$ cat src/sv/ppp_pkg.sv
package ppp_pkg;

   // Fraction bits of the result fields.
   localparam int OUT_FRAC_BITS = 16;

   // Register indexes.
   localparam logic [2:0] REG_P_ROW0_A   = 3'd0;
   localparam logic [2:0] REG_P_ROW0_B   = 3'd1;
   localparam logic [2:0] REG_P_ROW1_A   = 3'd2;
   localparam logic [2:0] REG_P_ROW1_B   = 3'd3;
   localparam logic [2:0] REG_P_ROW2_A   = 3'd4;
   localparam logic [2:0] REG_P_ROW2_B   = 3'd5;
   localparam logic [2:0] REG_IMAGE_ROWS = 3'd6;

   localparam logic [15:0] IMAGE_ROWS_RESET = 16'd480;

   // Result status codes.
   localparam logic [1:0] STATUS_OK        = 2'd0;
   localparam logic [1:0] STATUS_ZERO_DIV  = 2'd1;
   localparam logic [1:0] STATUS_SATURATED = 2'd2;

   // Control that travels with each item through the divider stages.
   typedef struct packed {
      logic valid;
      logic zero;
      logic neg_u;
      logic neg_v;
      logic ovf_u;
      logic ovf_v;
   } ctl_type;

endpackage

$ cat src/sv/ppp_div_stage.sv
module ppp_div_stage #(
   parameter int W   = 100,
   parameter int QB  = 34,
   parameter int BIT = 0
) (
   input  logic             clock,
   input  logic             reset,
   input  logic             advance,
   input  ppp_pkg::ctl_type ctl_in,
   input  logic [W-1:0]     den_in,
   input  logic [W-1:0]     rem_u_in,
   input  logic [W-1:0]     rem_v_in,
   input  logic [QB-1:0]    quo_u_in,
   input  logic [QB-1:0]    quo_v_in,
   output ppp_pkg::ctl_type ctl_out,
   output logic [W-1:0]     den_out,
   output logic [W-1:0]     rem_u_out,
   output logic [W-1:0]     rem_v_out,
   output logic [QB-1:0]    quo_u_out,
   output logic [QB-1:0]    quo_v_out
);

   logic [W-1:0]     den_shift;
   logic             ge_u, ge_v;
   ppp_pkg::ctl_type ctl_ff;
   logic [W-1:0]     den_ff, rem_u_ff, rem_v_ff, rem_u_in_nx, rem_v_in_nx;
   logic [QB-1:0]    quo_u_ff, quo_v_ff, quo_u_in_nx, quo_v_in_nx;

   // One restoring step per lane: try to take the shifted divisor off the remainder.
   always_comb begin
      den_shift   = den_in << BIT;
      ge_u        = rem_u_in >= den_shift;
      ge_v        = rem_v_in >= den_shift;
      rem_u_in_nx = ge_u ? rem_u_in - den_shift : rem_u_in;
      rem_v_in_nx = ge_v ? rem_v_in - den_shift : rem_v_in;
      quo_u_in_nx = quo_u_in;
      quo_v_in_nx = quo_v_in;
      quo_u_in_nx[BIT] = ge_u;
      quo_v_in_nx[BIT] = ge_v;
   end

   // Control carries a valid bit and is cleared by reset.
   always_ff @(posedge clock) begin
      if (reset) begin
         ctl_ff <= '0;
      end else if (advance) begin
         ctl_ff <= ctl_in;
      end
   end

   // Payload of the stage.
   always_ff @(posedge clock) begin
      if (advance) begin
         den_ff   <= den_in;
         rem_u_ff <= rem_u_in_nx;
         rem_v_ff <= rem_v_in_nx;
         quo_u_ff <= quo_u_in_nx;
         quo_v_ff <= quo_v_in_nx;
      end
   end

   assign ctl_out   = ctl_ff;
   assign den_out   = den_ff;
   assign rem_u_out = rem_u_ff;
   assign rem_v_out = rem_v_ff;
   assign quo_u_out = quo_u_ff;
   assign quo_v_out = quo_v_ff;

endmodule

$ cat config.mk
export PLATFORM = sky130hd
export DESIGN_NAME = ppp_div_stage
export DESIGN_NICKNAME = d
export VERILOG_FILES = /design/src/sv/ppp_pkg.sv /design/src/sv/ppp_div_stage.sv
export SDC_FILE = /design/constraint.sdc
export NUM_CORES = 1
export LEC_CHECK = 0
export ABC_CLOCK_PERIOD_IN_PS = 4700
export BUFFER_PORTS_ARGS = -buffer_cell sky130_fd_sc_hd__buf_2
export CORE_AREA = 10 10 282 284
export CTS_CLUSTER_DIAMETER = 150
export DETAILED_ROUTE_END_ITERATION = 6
export DIE_AREA = 0 0 292 294
export PLACE_DENSITY = 0.58
export SLEW_MARGIN = 20
export SYNTH_ARGS = -nofsm -noshare
export SYNTH_HDL_FRONTEND = slang
export SYNTH_SLANG_ARGS = --single-unit
$ cat constraint.sdc
create_clock -name clock -period 4.7 [get_ports clock]
set_input_delay 0.47 -clock clock [delete_from_list [all_inputs] [get_ports clock]]
set_output_delay 0.47 -clock clock [all_outputs]
set_load 0.05 [all_outputs]
Word-level counts from Yosys, hierarchy flattened --
Cells that the tools add are included.
Cells by class: multiplexer cells 2, magnitude comparators 2, add/subtract/negate cells 2
Operator list (count):
- $ge 100x100->1 | 2
- $mux 100 | 2
- $sub 100x100->100 | 2
Storage, ports and cells: flip-flop bits (word level) 374, word-level logic and storage cells 17, input port bits 377, output and inout bits 374

Longest topological paths before layout --
word-level depth 2, depth in mapped cells 18, gate-level depth less buffers 15

Worst setup path before layout --
No wires, ideal clock.
path type input -> register, from in rem_v_in[0], to reg rem_v_ff[16] (netlist: rem_v_out[16]), data pin, slack 1040 ps, setup time 260 ps, buffers on the path 2, data required time 4440 ps, arrival 3400 ps, stages 15, cell sequence inv_1 > ha_1 > fa_1 > nor2b_1 > o31a_1 > o31ai_1 > a211oi_1 > o21ai_1 > o211ai_2 > a31oi_1 > o31ai_1 > a211o_1 > buf_2 > buf_2 > mux2_2
On the way: word-level cells in the longest chain between the ends 2, elaborated cells between the ends (all ways) 3, those cells by class add/sub (1); order compare (1); mux (1)
Ends and longest elaborated chain:
- start: declaration | RTL line ppp_div_stage.sv:12 | input logic [W-1:0] rem_v_in,
- $sub 100x100->100 / $ge 100x100->1 (equally long branches) | RTL line ppp_div_stage.sv:35, ppp_div_stage.sv:33
- $mux 100 (*) | RTL line ppp_div_stage.sv:35 | rem_v_in_nx = ge_v ? rem_v_in - den_shift : rem_v_in;
- net rem_v_in_nx[16] | RTL line ppp_div_stage.sv:26 | logic [W-1:0] den_ff, rem_u_ff, rem_v_ff, rem_u_in_nx, rem_v_in_nx;
- end signal: assignment | RTL line ppp_div_stage.sv:56 | rem_v_ff <= rem_v_in_nx;
- end: declaration | RTL line ppp_div_stage.sv:26
The timed path passes the listed nets; every way through them passes the cells marked *. A chain may end at the register's enable or synchronous reset.

Worst setup path in the final report --
from in den_in[3], to reg rem_u_ff[83] (netlist: rem_u_out[83]), data pin
On the way: word-level cells in the longest chain between the ends 2, elaborated cells between the ends (all ways) 3, those cells by class add/sub (1); order compare (1); mux (1)
Ends and longest elaborated chain:
- start: declaration | RTL line ppp_div_stage.sv:10 | input logic [W-1:0] den_in,
- $sub 100x100->100 / $ge 100x100->1 (equally long branches) | RTL line ppp_div_stage.sv:34, ppp_div_stage.sv:32
- $mux 100 (*) | RTL line ppp_div_stage.sv:34 | rem_u_in_nx = ge_u ? rem_u_in - den_shift : rem_u_in;
- net rem_u_in_nx[83] | RTL line ppp_div_stage.sv:26
- end signal: assignment | RTL line ppp_div_stage.sv:55 | rem_u_ff <= rem_u_in_nx;
- end: declaration | RTL line ppp_div_stage.sv:26
Marked as above.

==> impl_results.md <==
- Reg2reg setup slack: 4.10 ns
- Largest net degree at the start of global routing: 112
- Wire per inst: 23.6 um
- First-pass GRT wire length: 157 mm
- Ys async rst share: 0
- Clk buf depth: 3
- Root Buffer: clkbuf_16
- Synth Flop Type: edfxtp_1
- Vert. Die Dim: 294 um
- Syn Nets: 3393
- GR peak layer: met2
- DP HPWL: 92.2 mm
- Commonest non-fill, non-tap cell in the layout: buf_2
- Pre-CTS WS: -0.170 ns
- EDFF count, synth: 368
- Synth Area in Adders: 0.0973
- Status: finished, final reports clean
- Register area share after synthesis: 0.428
- CP arrival: 4.84 ns
- Area Overhead vs Synth: 26.8%
- Total Nets Final: 4180
- Worst vdd ir: 273 uV
- Max stage delay cell, worst path: o21ai_0
- Synthesized flop and latch total: 374
- Core area: 73900 um^2
- DRT Pass-1 Iters: 5
- Post-Route WL: 109 mm
- CTS tree: yes
- Fmax: 0.222 GHz
- Worst hold path class: in2reg
- Final min period: 4.51 ns
- Simple-gate portion of the synthesized area: 0.140
- Final GP Congestion: 0.942
- Max_cap viols: 0
- Area of the multi-input gates: 13800 um^2
- M1 GR Usage: 0.297
- PostCTS Resize Cnt: 0
- Die area: 85800 um^2
- Global-route met3 utilization: 0.0532
- Synth warnings: 0
- Post-Synth XOR/XNOR Area: 0.0627
- Cts hold-fix bufs: 0
- Number of I/O port buffers: 748
- Worst slew pin tran: 1.02 ns
- Vias in the first global route: 24000
- Hold Fails Final Rpt: 0
- Multiplexer area fraction after synthesis: 0.0117
- Final setup violation count: 0
- Vias per cell: 5.32
- Starting Density: 0.353
- Final period util: 0.959
- Unique cell type count in the Yosys netlist: 86
- Antenna viol nets, final: 0
- Share of cells above drive strength 1: 0.272
- H-tree depth: 2
- DRT iter0 DRCs: 1884
- Commonest cells after routing, fill and taps aside: 747 x buf_2, 368 x edfxtp_1, 350 x a21oi_1
- Pins over their slew limit: 0
- Compound-Gate Fraction of Synth Area: 0.218
- DR vias: 24600
- CP Class: in2reg
- RSZ-0062 raised after global routing: no
- Startpoint types: input port
- Main combinational cell family by area after synthesis: compound AO/OA/AOI/OAI gates
- Final setup margin: 0.191 ns
- Design Power: 0.0126 W
- CP Cell Sequence: buf_2, inv_1, ha_1, a21o_1, a21oi_1, a211oi_1, o21ai_0, a2111oi_1, buf_4, o21ai_1, o221ai_2, a21oi_1, o41ai_2, buf_4, a21boi_0, xor2_1, o21ai_1
- Clock Pin Slew Worst Setup and Hold Paths: 0.06 ns
- Synth Instances: 2814
- Worst EP required: 5.03 ns
- Max stage delay on crit path: 0.84 ns
- Area of the mapped netlist: 26100 um^2
- GRT Util Overall: 0.240
- Inserted Clock Buffers: 46
- Die width: 292 um
- Mean area per synthesized cell: 9.28 um^2
- Pwr Density: 380 nW/um^2
- I/O pin cnt: 751
- Setup crit end kind: flop
- Num rows: 100
- Met2 usage: 0.422
- Fillers: 7408
- FF/Latch Area: 11200 um^2
- Final Skew: 0 ns
- Slew HR: 0.314
- Total leakage power: 14.7 nW
- Clock Latency Late Sink: 0.58 ns
- DRC: 0
- Initial antenna violation count: 20
- Postcts setup bufs: 0
- GRT overflow: 0
- CP max FO: 5
- Clock Sinks: 374
==> layer usage <==
layer	vias up	part of all wire	routed length, um
met5	-	0.0014	149
met4	20	0.019	2050
met3	124	0.072	7900
met2	899	0.49	53700
met1	11600	0.42	45500
li1	12000	-	-
==> cell families (layout without fill, tap and decap cells) <==
group,Yosys count,after routing
compound gates,934,934
xor+xnor,187,187
fa+ha+maj,202,202
buf+inv,287,1110
flops,374,374
mux,27,27
other cells,0,15
simple gates,803,803
==> through the flow <==
step                      cell area, um^2  std cells  hold slack, ns   util  setup TNS [ns]
final                               33100       4621          0.0471  0.448               0
after global routing                33100       4610          0.0190  0.448               0
after CTS                           33100       4606          0.0171  0.448               0
after detailed placement            31600       4522           0.485  0.427          -0.332
after global placement              31600       4522           0.471  0.427          -0.299
after floorplan                     26100       2814           0.542      -               0
==> where the power goes <==
part	internal [W]	total, W	switching (W)
clock	0.00208	0.00362	0.00155
combinational	0.00139	0.00472	0.00333
sequential	0.00415	0.00424	0.0000973
total	0.00761	0.0126	0.00498
==> worst paths after layout <==
check | start | cells past startpoint | to
hold reg to reg | ctl_out[0] | 2 | ctl_out[0]
hold / removal | quo_v_in[12] | 1 | quo_v_out[12]
setup / recovery | den_in[3] | 17 | rem_u_out[83]
setup reg to reg | ctl_out[2] | 2 | ctl_out[2]
==> critical path: cells and delay by family <==
family	cells	cell delay [ns]
buf+inv	4	0.53
xor+xnor	1	0.18
fa+ha+maj	1	0.36
compound gates	11	3.29
==> state kept, by name (all words and copies together), names as in the netlist <==
register and cells:
den_out 100, rem_u_out 100, rem_v_out 100, quo_u_out 34
quo_v_out 34, ctl_out 6
==> cell usage after synthesis (all sizes together), types with 9 or more instances <==
library cell | count | area, um^2
edfxtp | 368 | 11100
a21oi | 352 | 1770
nand2 | 297 | 1110
o21ai | 243 | 1220
nor2 | 241 | 905
ha | 200 | 2500
inv | 158 | 593
a21o | 112 | 841
xnor2 | 111 | 972
clkbuf | 103 | 387
nand4 | 85 | 532
xor2 | 76 | 666
o21bai | 47 | 353
nand3 | 35 | 175
nor3 | 34 | 170
o21a | 27 | 203
buf | 26 | 143
nand2b | 24 | 150
a31oi | 22 | 138
mux2 | 20 | 236
nor2b | 18 | 113
a211oi | 15 | 118
nor4 | 14 | 87.6
o31ai | 14 | 110
a21boi | 12 | 90.1
and4 | 11 | 96.3
o211ai | 11 | 87.6
and3 | 9 | 56.3
==> cell type report <==
| type | count | area share |
|---|---|---|
| Antenna cell | 15 | 0.00113 |
| Clock buffer | 55 | 0.0364 |
| Clock inverter | 29 | 0.00906 |
| Inverter | 158 | 0.0179 |
| Multi-Input combinational cell | 2153 | 0.418 |
| Sequential cell | 374 | 0.337 |
| Tap cell | 969 | 0.0366 |
| Timing Repair Buffer | 868 | 0.144 |
No activity file was read; power rests on OpenSTA's default activity.
